<file path="config.mk">
export PLATFORM = sky130hd
export DESIGN_NAME = thrust_pid_with_filter
export DESIGN_NICKNAME = d
export VERILOG_FILES = /design/src/rtl/tpf_pkg.sv /design/src/rtl/thrust_pid_with_filter.sv /design/src/rtl/tpf_mul.sv /design/src/rtl/tpf_div.sv
export VERILOG_INCLUDE_DIRS = /design/src /design/src/rtl
export SDC_FILE = /design/constraint.sdc
export NUM_CORES = 2
export LEC_CHECK = 0
export ABC_AREA = 1
export BUFFER_PORTS_ARGS = -buffer_cell sky130_fd_sc_hd__clkbuf_2
export CELL_PAD_IN_SITES_DETAIL_PLACEMENT = 1
export CELL_PAD_IN_SITES_GLOBAL_PLACEMENT = 2
export CORE_MARGIN = 4
export CORE_UTILIZATION = 38
export DETAILED_ROUTE_END_ITERATION = 10
export GPL_TIMING_DRIVEN = 0
export HOLD_SLACK_MARGIN = 0.12
export PLACE_DENSITY = 0.79
export SYNTH_ARGS = -nofsm -noshare
export SYNTH_HDL_FRONTEND = slang
export SYNTH_SLANG_ARGS = --single-unit
</file>
<file path="constraint.sdc">
create_clock -name clk_i -period 5.1 [get_ports clk_i]
set_input_delay 0.51 -clock clk_i [delete_from_list [all_inputs] [get_ports clk_i]]
set_output_delay 0.51 -clock clk_i [all_outputs]
set_load 0.03 [all_outputs]
</file>
<file path="src/rtl/thrust_pid_with_filter_defines.svh">
// assertion macros for the thrust pid controller
`ifndef THRUST_PID_WITH_FILTER_DEFINES_SVH
`define THRUST_PID_WITH_FILTER_DEFINES_SVH
`ifndef SYNTHESIS
`define TPF_ASSERT(lbl, prop, msg) \
  lbl: assert property (@(posedge clk_i) disable iff (!rst_ni) prop) else $error(msg);
`define TPF_ASSERT_ALWAYS(lbl, prop, msg) \
  lbl: assert property (@(posedge clk_i) prop) else $error(msg);
`else
`define TPF_ASSERT(lbl, prop, msg)
`define TPF_ASSERT_ALWAYS(lbl, prop, msg)
`endif
`endif

</file>
<file path="src/rtl/tpf_pkg.sv">
// types, constants and saturation helpers of the thrust pid controller
`timescale 1ns / 1ps
package tpf_pkg;

  localparam int MUL_AW = 48;
  localparam int MUL_BW = 24;
  localparam int MUL_PW = MUL_AW + MUL_BW;
  localparam int DIV_NW = 56;
  localparam int DIV_DW = 24;
  localparam int GAIN_W = 24;
  localparam int ALPHA_W = 16;
  localparam int CFG_IW = 3;

  localparam logic REQ_ADC = 1'b0;
  localparam logic REQ_CAP = 1'b1;

  localparam logic [MUL_BW-1:0] THR_MUL = 24'd149445;
  localparam logic signed [MUL_PW-1:0] THR_OFS = 72'sd359565000;
  localparam logic [DIV_DW-1:0] THR_DIV = 24'd10500000;
  localparam logic [DIV_DW-1:0] CAP_DIV = 24'd5;
  localparam logic signed [16:0] CAP_OFS = 17'sd125;
  localparam logic [DIV_DW-1:0] DT_DIV = 24'd4000;
  localparam logic [MUL_BW-1:0] DER_MUL = 24'd4000;
  localparam logic [MUL_BW-1:0] PLS_MUL = 24'd125;
  localparam logic [7:0] PLS_BASE = 8'd125;
  localparam logic [DIV_DW-1:0] CMP_DIV = 24'd250;
  localparam logic [9:0] CMP_MAX = 10'd1023;

  localparam logic [ALPHA_W-1:0] RST_ALPHA = 16'd655;
  localparam logic [GAIN_W-1:0] RST_KFF = 24'd65536;
  localparam logic [GAIN_W-1:0] RST_KP = 24'd65536;
  localparam logic [GAIN_W-1:0] RST_KI = 24'd655360;
  localparam logic [GAIN_W-1:0] RST_KD = 24'd655;
  localparam logic [GAIN_W-1:0] RST_SCALE = 24'd2621;

  typedef enum logic [CFG_IW-1:0] {
    CFG_ALPHA,
    CFG_KFF,
    CFG_KP,
    CFG_KI,
    CFG_KD,
    CFG_SCALE
  } tpf_cfg_e;

  typedef enum logic [3:0] {
    ST_IDLE,
    ST_CAP,
    ST_ADC,
    ST_THR,
    ST_FLT,
    ST_ERR,
    ST_DER,
    ST_FF,
    ST_PRP,
    ST_DRV,
    ST_INT,
    ST_SCL,
    ST_PLS,
    ST_CMPM,
    ST_CMPD,
    ST_OUT
  } tpf_state_e;

  typedef struct packed {
    logic                     start;
    logic signed [MUL_AW-1:0] a;
    logic [MUL_BW-1:0]        b;
  } mul_req_t;

  typedef struct packed {
    logic                     busy;
    logic                     done;
    logic signed [MUL_PW-1:0] p;
  } mul_rsp_t;

  typedef struct packed {
    logic                     start;
    logic signed [DIV_NW-1:0] n;
    logic [DIV_DW-1:0]        d;
  } div_req_t;

  typedef struct packed {
    logic                     busy;
    logic                     done;
    logic signed [DIV_NW-1:0] q;
  } div_rsp_t;

  function automatic logic signed [31:0] sat32(input logic signed [79:0] x);
    logic signed [31:0] r;
    if (x > 80'sh7FFF_FFFF) begin
      r = 32'sh7FFF_FFFF;
    end else if (x < -80'sh8000_0000) begin
      r = 32'sh8000_0000;
    end else begin
      r = x[31:0];
    end
    return r;
  endfunction

  function automatic logic signed [47:0] sat48(input logic signed [79:0] x);
    logic signed [47:0] r;
    if (x > 80'sh7FFF_FFFF_FFFF) begin
      r = 48'sh7FFF_FFFF_FFFF;
    end else if (x < -80'sh8000_0000_0000) begin
      r = 48'sh8000_0000_0000;
    end else begin
      r = x[47:0];
    end
    return r;
  endfunction

  // gain product in q8.16: floor by 2^16, then saturate
  function automatic logic signed [47:0] gmul_sat(input logic signed [MUL_PW-1:0] p);
    return sat48(80'(p >>> 16));
  endfunction

endpackage

</file>
<file path="src/rtl/thrust_pid_with_filter.sv">
// thrust pid controller top level: sequencer, state and registers
`timescale 1ns / 1ps
`include "thrust_pid_with_filter_defines.svh"
// request channel (in_valid_i / in_ready_o) carries either a pulse capture
// (req_type_i high) or a load cell converter sample (req_type_i low)
// a capture with nonzero period_count_i updates the thrust setpoint and
// gives no result; a capture with zero period is taken and dropped
// a converter sample runs mapping, filter and the pid step and gives one
// result on the result channel (out_valid_o / out_ready_i)
// all arithmetic goes through one bit-serial multiplier and one bit-serial
// divider; a sample takes ten products and three quotients, a capture
// takes one quotient
// one request is worked at a time; in_ready_o is high whenever the
// sequencer is idle, also while a result still waits in the output register
// if the receiver stalls, the next sample finishes its work and then holds
// until the output register is free
// config writes (cfg_we_i, cfg_idx_i, cfg_data_i) land at once; indexes
// above the register list are ignored
// reset clears filter, integral, last error and setpoint and loads the
// default gains
module thrust_pid_with_filter #(
  parameter int FRAC_BITS  = 16,  // 8 .. 24
  parameter int PWM_PERIOD = 800  // 100 .. 65535
) (
  input  logic                       clk_i,
  input  logic                       rst_ni,
  input  logic                       in_valid_i,
  output logic                       in_ready_o,
  input  logic                       req_type_i,
  input  logic [11:0]                adc_sample_i,
  input  logic [15:0]                period_count_i,
  input  logic [15:0]                width_count_i,
  output logic                       out_valid_o,
  input  logic                       out_ready_i,
  output logic [9:0]                 compare_value_o,
  output logic [7:0]                 pulse_length_us_o,
  output logic                       clamped_high_o,
  output logic                       clamped_low_o,
  input  logic                       cfg_we_i,
  input  logic [tpf_pkg::CFG_IW-1:0] cfg_idx_i,
  input  logic [tpf_pkg::GAIN_W-1:0] cfg_data_i
);
  import tpf_pkg::*;

  localparam logic signed [47:0] One = 48'sd1 <<< FRAC_BITS;

  // config registers
  logic [ALPHA_W-1:0] alpha_q;
  logic [GAIN_W-1:0]  kff_q, kp_q, ki_q, kd_q, scale_q;

  // controller state
  logic signed [31:0] filt_q, last_q, setp_q;
  logic signed [47:0] integ_q;

  // working registers of one request
  logic [11:0]        adc_q;
  logic [15:0]        width_q;
  logic signed [31:0] t0_q, e_q;
  logic signed [32:0] diff_q;
  logic signed [47:0] itent_q, der_q;
  logic signed [49:0] sum_q;
  logic [FRAC_BITS:0] cmd_q;
  logic [7:0]         pulse_q;
  logic [23:0]        cmpp_q;
  logic [9:0]         cmp_q;
  logic               chi_q, clo_q;

  logic               out_valid_q;
  logic [9:0]         out_cmp_q;
  logic [7:0]         out_pulse_q;
  logic               out_chi_q, out_clo_q;

  tpf_state_e state_q, state_d;
  logic       launched_q, op_done, out_load;

  mul_req_t mul_req;
  mul_rsp_t mul_rsp;
  div_req_t div_req;
  div_rsp_t div_rsp;

  logic signed [31:0] e_calc;
  logic signed [16:0] cap_t;
  logic signed [47:0] gm;

  tpf_mul u_mul (
    .clk_i  (clk_i),
    .rst_ni (rst_ni),
    .req_i  (mul_req),
    .rsp_o  (mul_rsp)
  );

  tpf_div u_div (
    .clk_i  (clk_i),
    .rst_ni (rst_ni),
    .req_i  (div_req),
    .rsp_o  (div_rsp)
  );

  assign e_calc   = sat32(80'(setp_q) - 80'(filt_q));
  assign cap_t    = $signed({2'b00, width_q[15:1]}) - CAP_OFS;
  assign gm       = gmul_sat(mul_rsp.p);
  assign op_done  = launched_q && (mul_rsp.done || div_rsp.done);
  assign out_load = (state_q == ST_OUT) && (!out_valid_q || out_ready_i);

  always_ff @(posedge clk_i or negedge rst_ni) begin
    if (!rst_ni) begin
      state_q <= ST_IDLE;
    end else begin
      state_q <= state_d;
    end
  end

  // next state and operand launch; each step launches once, then waits
  always_comb begin
    state_d = state_q;
    mul_req = '0;
    div_req = '0;
    unique case (state_q)
      ST_IDLE: begin
        if (in_valid_i) begin
          if (req_type_i == REQ_CAP) begin
            state_d = (period_count_i != '0) ? ST_CAP : ST_IDLE;
          end else begin
            state_d = ST_ADC;
          end
        end
      end
      ST_CAP: begin
        div_req.start = !launched_q;
        div_req.n     = DIV_NW'(cap_t) <<< FRAC_BITS;
        div_req.d     = CAP_DIV;
        if (op_done) state_d = ST_IDLE;
      end
      ST_ADC: begin
        mul_req.start = !launched_q;
        mul_req.a     = MUL_AW'({1'b0, adc_q});
        mul_req.b     = THR_MUL;
        if (op_done) state_d = ST_THR;
      end
      ST_THR: begin
        div_req.start = !launched_q;
        div_req.n     = DIV_NW'(t0_q) <<< FRAC_BITS;
        div_req.d     = THR_DIV;
        if (op_done) state_d = ST_FLT;
      end
      ST_FLT: begin
        mul_req.start = !launched_q;
        mul_req.a     = MUL_AW'(diff_q);
        mul_req.b     = MUL_BW'(alpha_q);
        if (op_done) state_d = ST_ERR;
      end
      ST_ERR: begin
        div_req.start = !launched_q;
        div_req.n     = DIV_NW'(e_calc);
        div_req.d     = DT_DIV;
        if (op_done) state_d = ST_DER;
      end
      ST_DER: begin
        mul_req.start = !launched_q;
        mul_req.a     = MUL_AW'(33'(e_q) - 33'(last_q));
        mul_req.b     = DER_MUL;
        if (op_done) state_d = ST_FF;
      end
      ST_FF: begin
        mul_req.start = !launched_q;
        mul_req.a     = MUL_AW'(setp_q);
        mul_req.b     = kff_q;
        if (op_done) state_d = ST_PRP;
      end
      ST_PRP: begin
        mul_req.start = !launched_q;
        mul_req.a     = MUL_AW'(e_q);
        mul_req.b     = kp_q;
        if (op_done) state_d = ST_DRV;
      end
      ST_DRV: begin
        mul_req.start = !launched_q;
        mul_req.a     = der_q;
        mul_req.b     = kd_q;
        if (op_done) state_d = ST_INT;
      end
      ST_INT: begin
        mul_req.start = !launched_q;
        mul_req.a     = itent_q;
        mul_req.b     = ki_q;
        if (op_done) state_d = ST_SCL;
      end
      ST_SCL: begin
        mul_req.start = !launched_q;
        mul_req.a     = sat48(80'(sum_q));
        mul_req.b     = scale_q;
        if (op_done) state_d = ST_PLS;
      end
      ST_PLS: begin
        mul_req.start = !launched_q;
        mul_req.a     = MUL_AW'(cmd_q);
        mul_req.b     = PLS_MUL;
        if (op_done) state_d = ST_CMPM;
      end
      ST_CMPM: begin
        mul_req.start = !launched_q;
        mul_req.a     = MUL_AW'(pulse_q);
        mul_req.b     = MUL_BW'(PWM_PERIOD);
        if (op_done) state_d = ST_CMPD;
      end
      ST_CMPD: begin
        div_req.start = !launched_q;
        div_req.n     = DIV_NW'(cmpp_q);
        div_req.d     = CMP_DIV;
        if (op_done) state_d = ST_OUT;
      end
      ST_OUT: begin
        if (out_load) state_d = ST_IDLE;
      end
    endcase
  end

  // control flags, config and controller state
  always_ff @(posedge clk_i or negedge rst_ni) begin
    if (!rst_ni) begin
      launched_q  <= 1'b0;
      out_valid_q <= 1'b0;
      alpha_q     <= RST_ALPHA;
      kff_q       <= RST_KFF;
      kp_q        <= RST_KP;
      ki_q        <= RST_KI;
      kd_q        <= RST_KD;
      scale_q     <= RST_SCALE;
      filt_q      <= '0;
      integ_q     <= '0;
      last_q      <= '0;
      setp_q      <= '0;
    end else begin
      if (mul_req.start || div_req.start) begin
        launched_q <= 1'b1;
      end else if (op_done) begin
        launched_q <= 1'b0;
      end

      if (out_load) begin
        out_valid_q <= 1'b1;
      end else if (out_ready_i) begin
        out_valid_q <= 1'b0;
      end

      if (cfg_we_i) begin
        unique case (cfg_idx_i)
          CFG_ALPHA: alpha_q <= cfg_data_i[ALPHA_W-1:0];
          CFG_KFF:   kff_q   <= cfg_data_i;
          CFG_KP:    kp_q    <= cfg_data_i;
          CFG_KI:    ki_q    <= cfg_data_i;
          CFG_KD:    kd_q    <= cfg_data_i;
          CFG_SCALE: scale_q <= cfg_data_i;
          default: ;
        endcase
      end

      if (op_done) begin
        unique case (state_q)
          ST_CAP: setp_q <= sat32(80'(div_rsp.q));
          ST_FLT: filt_q <= sat32(80'(filt_q) + 80'(mul_rsp.p >>> 16));
          ST_SCL: begin
            // clamp holds the integral, so this step's increment is dropped
            if (!(gm > One) && !(gm < 48'sd0)) begin
              integ_q <= itent_q;
            end
            last_q <= e_q;
          end
          default: ;
        endcase
      end
    end
  end

  // per-request working registers
  always_ff @(posedge clk_i) begin
    if (in_valid_i && in_ready_o) begin
      adc_q   <= adc_sample_i;
      width_q <= width_count_i;
    end
    if (state_q == ST_ERR && div_req.start) begin
      e_q <= e_calc;
    end
    if (op_done) begin
      unique case (state_q)
        ST_ADC:  t0_q   <= 32'(mul_rsp.p - THR_OFS);
        ST_THR:  diff_q <= 33'(sat32(80'(div_rsp.q))) - 33'(filt_q);
        ST_ERR:  itent_q <= sat48(80'(integ_q) + 80'(div_rsp.q));
        ST_DER:  der_q  <= sat48(80'(mul_rsp.p));
        ST_FF:   sum_q  <= 50'(gm);
        ST_PRP,
        ST_DRV,
        ST_INT:  sum_q  <= sum_q + 50'(gm);
        ST_SCL: begin
          if (gm > One) begin
            cmd_q <= (FRAC_BITS + 1)'(One);
            chi_q <= 1'b1;
            clo_q <= 1'b0;
          end else if (gm < 48'sd0) begin
            cmd_q <= '0;
            chi_q <= 1'b0;
            clo_q <= 1'b1;
          end else begin
            cmd_q <= gm[FRAC_BITS:0];
            chi_q <= 1'b0;
            clo_q <= 1'b0;
          end
        end
        ST_PLS:  pulse_q <= PLS_BASE + 8'(mul_rsp.p >>> FRAC_BITS);
        ST_CMPM: cmpp_q <= mul_rsp.p[23:0];
        ST_CMPD: cmp_q  <= (div_rsp.q > 56'sd1023) ? CMP_MAX : div_rsp.q[9:0];
        default: ;
      endcase
    end
    if (out_load) begin
      out_cmp_q   <= cmp_q;
      out_pulse_q <= pulse_q;
      out_chi_q   <= chi_q;
      out_clo_q   <= clo_q;
    end
  end

  assign in_ready_o        = (state_q == ST_IDLE);
  assign out_valid_o       = out_valid_q;
  assign compare_value_o   = out_cmp_q;
  assign pulse_length_us_o = out_pulse_q;
  assign clamped_high_o    = out_chi_q;
  assign clamped_low_o     = out_clo_q;

  `TPF_ASSERT(a_one_unit, !(mul_rsp.busy && div_rsp.busy), "multiplier and divider both busy")
  `TPF_ASSERT(a_clamp_excl, out_valid_o |-> !(clamped_high_o && clamped_low_o), "both clamp flags set")
  `TPF_ASSERT(a_pulse_range, out_valid_o |-> (pulse_length_us_o >= 8'd125 && pulse_length_us_o <= 8'd250), "pulse out of range")

endmodule

</file>
<file path="src/rtl/tpf_mul.sv">
// bit-serial shift-add multiplier, signed by unsigned
`timescale 1ns / 1ps
`include "thrust_pid_with_filter_defines.svh"
module tpf_mul (
  input  logic              clk_i,
  input  logic              rst_ni,
  input  tpf_pkg::mul_req_t req_i,
  output tpf_pkg::mul_rsp_t rsp_o
);
  import tpf_pkg::*;

  localparam int CntW = $clog2(MUL_BW);

  logic signed [MUL_PW-1:0] mcand_q, acc_q;
  logic [MUL_BW-1:0]        mplier_q;
  logic [CntW-1:0]          cnt_q;
  logic                     busy_q, done_q;

  always_ff @(posedge clk_i or negedge rst_ni) begin
    if (!rst_ni) begin
      busy_q <= 1'b0;
      done_q <= 1'b0;
      cnt_q  <= '0;
    end else begin
      done_q <= 1'b0;
      if (req_i.start) begin
        busy_q <= 1'b1;
        cnt_q  <= '0;
      end else if (busy_q) begin
        cnt_q <= cnt_q + 1'b1;
        if (cnt_q == CntW'(MUL_BW - 1)) begin
          busy_q <= 1'b0;
          done_q <= 1'b1;
        end
      end
    end
  end

  // one multiplier bit per cycle, lsb first
  always_ff @(posedge clk_i) begin
    if (req_i.start) begin
      mcand_q  <= MUL_PW'(req_i.a);
      mplier_q <= req_i.b;
      acc_q    <= '0;
    end else if (busy_q) begin
      if (mplier_q[0]) begin
        acc_q <= acc_q + mcand_q;
      end
      mcand_q  <= mcand_q <<< 1;
      mplier_q <= mplier_q >> 1;
    end
  end

  assign rsp_o.busy = busy_q;
  assign rsp_o.done = done_q;
  assign rsp_o.p    = acc_q;

  `TPF_ASSERT(a_mul_no_restart, req_i.start |-> !busy_q, "multiplier restarted while busy")
  `TPF_ASSERT(a_mul_done_idle, done_q |-> !busy_q, "multiplier done while busy")

endmodule

</file>
<file path="src/rtl/tpf_div.sv">
// bit-serial restoring divider with floor rounding for negative numerators
`timescale 1ns / 1ps
`include "thrust_pid_with_filter_defines.svh"
module tpf_div (
  input  logic              clk_i,
  input  logic              rst_ni,
  input  tpf_pkg::div_req_t req_i,
  output tpf_pkg::div_rsp_t rsp_o
);
  import tpf_pkg::*;

  localparam int CntW = $clog2(DIV_NW);

  logic [DIV_NW-1:0] num_q, quo_q;
  logic [DIV_DW-1:0] rem_q, d_q;
  logic [DIV_DW:0]   trial;
  logic [CntW-1:0]   cnt_q;
  logic              neg_q, busy_q, done_q, fit;
  logic signed [DIV_NW-1:0] quo_out;

  always_ff @(posedge clk_i or negedge rst_ni) begin
    if (!rst_ni) begin
      busy_q <= 1'b0;
      done_q <= 1'b0;
      cnt_q  <= '0;
    end else begin
      done_q <= 1'b0;
      if (req_i.start) begin
        busy_q <= 1'b1;
        cnt_q  <= '0;
      end else if (busy_q) begin
        cnt_q <= cnt_q + 1'b1;
        if (cnt_q == CntW'(DIV_NW - 1)) begin
          busy_q <= 1'b0;
          done_q <= 1'b1;
        end
      end
    end
  end

  assign trial = {rem_q, num_q[DIV_NW-1]};
  assign fit   = (trial >= {1'b0, d_q});

  // one quotient bit per cycle on the magnitude
  always_ff @(posedge clk_i) begin
    if (req_i.start) begin
      neg_q <= req_i.n[DIV_NW-1];
      num_q <= req_i.n[DIV_NW-1] ? DIV_NW'(-req_i.n) : DIV_NW'(req_i.n);
      d_q   <= req_i.d;
      rem_q <= '0;
      quo_q <= '0;
    end else if (busy_q) begin
      rem_q <= fit ? DIV_DW'(trial - {1'b0, d_q}) : trial[DIV_DW-1:0];
      quo_q <= {quo_q[DIV_NW-2:0], fit};
      num_q <= num_q << 1;
    end
  end

  // floor for negative numerators: -(q+1) when inexact
  always_comb begin
    if (!neg_q) begin
      quo_out = quo_q;
    end else if (rem_q != '0) begin
      quo_out = ~quo_q;
    end else begin
      quo_out = -quo_q;
    end
  end

  assign rsp_o.q    = quo_out;
  assign rsp_o.busy = busy_q;
  assign rsp_o.done = done_q;

  `TPF_ASSERT(a_div_no_restart, req_i.start |-> !busy_q, "divider restarted while busy")
  `TPF_ASSERT(a_div_nonzero, req_i.start |-> (req_i.d != '0), "divider started with zero divisor")

endmodule
</file>
==> impl_metrics.ini <==
[timing]
fin_tns_setup_ns = -1.53
setup_violations = 16
timing_worst_slew_pin_value_ns = 1.60
timing.final.ws_setup_ns = -0.226
layout_min_cycle_time_ns = 5.33
timing.fmax_mhz = 188
finalCritPeriodShare_pct = 104
skew_ns = 0.0465
maxSlewViolCount = 4
rsz0062_at_grt = true
slew_headroom_pct = -9.36
holdWs_ns = 0.198
finalHoldViolCount = 0

[yosys]
synthArstFlopShare_pct = 31.3
synth_seq_cells = 963
synth_fp_nets = 9168
synth_top_flop_cell = edfxtp_1
synthCells = 8731
synth.largest_area_cell = edfxtp_1
syn_area_mm2 = 0.0656
yosysSeqAreaShare_pct = 39.5
syn_area_per_cell_um2 = 7.51
yosysWarnings = 0
yosysTopAreaCellShare_pct = 23.4
yosys-top-cells-area = edfxtp_1 23%, nand2_1 13%, dfrtp_1 11%
synth_cell_types = 77
synth-edff-count = 510

[final_layout]
mostFrequentLayoutCell = nand2_1
syn2layout_area_growth_pct = 17.4
final_cell_mix = 2182 x nand2_1, 1061 x inv_1, 741 x nor2_1
fin_nets = 9599
drive_above_1_share_pct = 10.8

[setup_path]
reg2reg_slack_ns = -0.23
cp-end-kind = flop
cp_slowest_cell = nor4_2
cp_max_fo = 4
slowest_delay_ns = 0.44
setup.worst_path.class = flop to flop
cp.arrival_ns = 5.86
cp.required_ns = 5.63
worst_setup_path_start_kind = flop
crit_top_cell = nand2_2

[global_routing]
grt_pass1_wl_um = 450000
grt-ovfl-total = 0
grt_max_degree = 96
track_usage_pct = 33.8
antenna_found_initial = 10
grt_pass1_vias = 65535

[floorplanning]
num_rows = 152
start_util_pct = 38.2
fp.coreArea_mm2 = 0.172
fp.dieH_um = 423
ios = 99
die_w_um = 423
dieArea_mm2 = 0.179

[cts]
clk_latency_ns = 0.80
cts_sinks = 963
h-tree-depth = 3
clk_pin_slew_ns = 0.06
cts_tree = done
cts_buffers = 116
cts-root-buf = clkbuf_16
cts_buffer_depth = 3

[outcome]
outcome = finished, violations left
violations = capacitance limit, slew limit, setup timing

[detailed_routing]
totalWireLength_um = 312000
drtPass1Iterations = 6
wl_per_cell_um = 26.9
vias = 65070
antenna_left = 0
drt_iter0_drc = 5621
drc = 0
avgViaCountPerCell = 5.62

[power_and_ir_drop]
p_leak_uw = 0.0343
power_uw = 58500
vdd_drop_max_mv = 0.408
power_density_mw_per_mm2 = 759

[place]
dp_hpwl_um = 252000
place_congestion = 1.03
io_buffers = 97

[flow_run]
cap_violations = 2

[min_path]
hp-class = primary input to flop
## what timing repair did
action,CTS,global route
hold endpoints to repair,205,0
hold buffers,54,0
gates resized for setup,277,181
buffers inserted,113,40
setup endpoints to repair,340,228
pin swaps,75,62
gates cloned,0,1
## power by group
group          internal, µW  switching (µW)
combinational         11400           25100
sequential            10900            2360
clock                  4920            3720
total                 27300           31200
## critical path, delay by kind of cell (launching register included)
kind | cells | cell delay (ns)
buf+inv | 3 | 0.23
fa+ha+maj | 2 | 0.47
compound gates | 3 | 0.42
simple gates | 27 | 3.25
flops | 1 | 0.38
xor+xnor | 2 | 0.31
## layout make-up
class	count	area, µm²
Antenna cell	6	15.0
Buffer	267	1260
Clock buffer	152	3140
Clock inverter	68	761
Fill cell	21079	94500
Inverter	1100	4140
Multi-Input combinational cell	6400	36300
Sequential cell	963	26000
Tap cell	2310	2890
Timing Repair Buffer	314	2600
## cell families after synthesis
group,count (synthesis),share of synthesized area [%]
xor gates and xnor gates,351,4.69
buffers and inverters,1368,8.10
AOI/OAI and AO/OA,1952,17.1
adders and majority gates,360,6.96
and+or+nand+nor,3733,23.5
DFF,963,39.5
muxes,4,0.0801
## cell usage after synthesis (36+ instances only)
cell,n
nand2_1,2234
inv_1,1073
nor2_1,775
o21ai_0,771
a21oi_1,575
edfxtp_1,510
ha_1,352
nand3_1,341
dfrtp_1,278
xor2_1,261
clkbuf_1,191
dfxtp_1,152
a31oi_1,136
xnor2_1,90
nor3_1,84
nand4_1,83
o22ai_1,71
nor4_1,60
a221oi_1,48
nand2_2,43
o211ai_1,40
o21bai_1,40
o21a_1,36
## worst paths after layout
kind,start,end,cells after the start
worst max-delay path,u_div.quo_q[9]$_SDFFE_PP0P_,diff_q[32]$_DFFE_PP_,37
worst min-delay path,in_valid_i,adc_q[7]$_DFFE_PP_,3
worst max register to register,u_div.quo_q[9]$_SDFFE_PP0P_,diff_q[32]$_DFFE_PP_,37
worst min register to register,cmp_q[3]$_SDFFCE_PN1P_,compare_value_o[3]$_DFFE_PP_,0
max in group asynchronous,rst_ni,ki_q[19]$_DFFE_PN1P_,4
min in group asynchronous,rst_ni,u_div.cnt_q[1]$_DFFE_PN0P_,2
## through the flow
stage	area [µm²]	std cells	setup slack (ns)	utilization, %
final	77000	11580	-0.226	44.9
after global routing	77000	11574	-0.477	44.9
after CTS	75900	11535	-0.337	44.2
after detailed placement	69300	11152	-2.12	40.4
after global placement	68900	11138	-3.95	40.2
after floorplan	65600	8731	0.333	-
## per-layer routing
| layer | track usage (%) | vias up | share of wire, % |
|---|---|---|---|
| li1 | - | 30168 | - |
| met1 | 44.4 | 32250 | 43 |
| met2 | 54.3 | 2091 | 45 |
| met3 | 5.58 | 557 | 6.3 |
| met4 | 16.3 | 4 | 5.7 |
| met5 | 0 | - | 0.0071 |
## state kept, by name (all words and copies together) (netlist names), 33 cells and up
register	cells
u_div.num_q	56
u_mul.mcand_q	72
der_q	48
u_div.quo_q	56
u_mul.acc_q	72
itent_q	48
sum_q	50
diff_q	33
integ_q	48
Note: power is estimated with default switching activity, not from simulation.
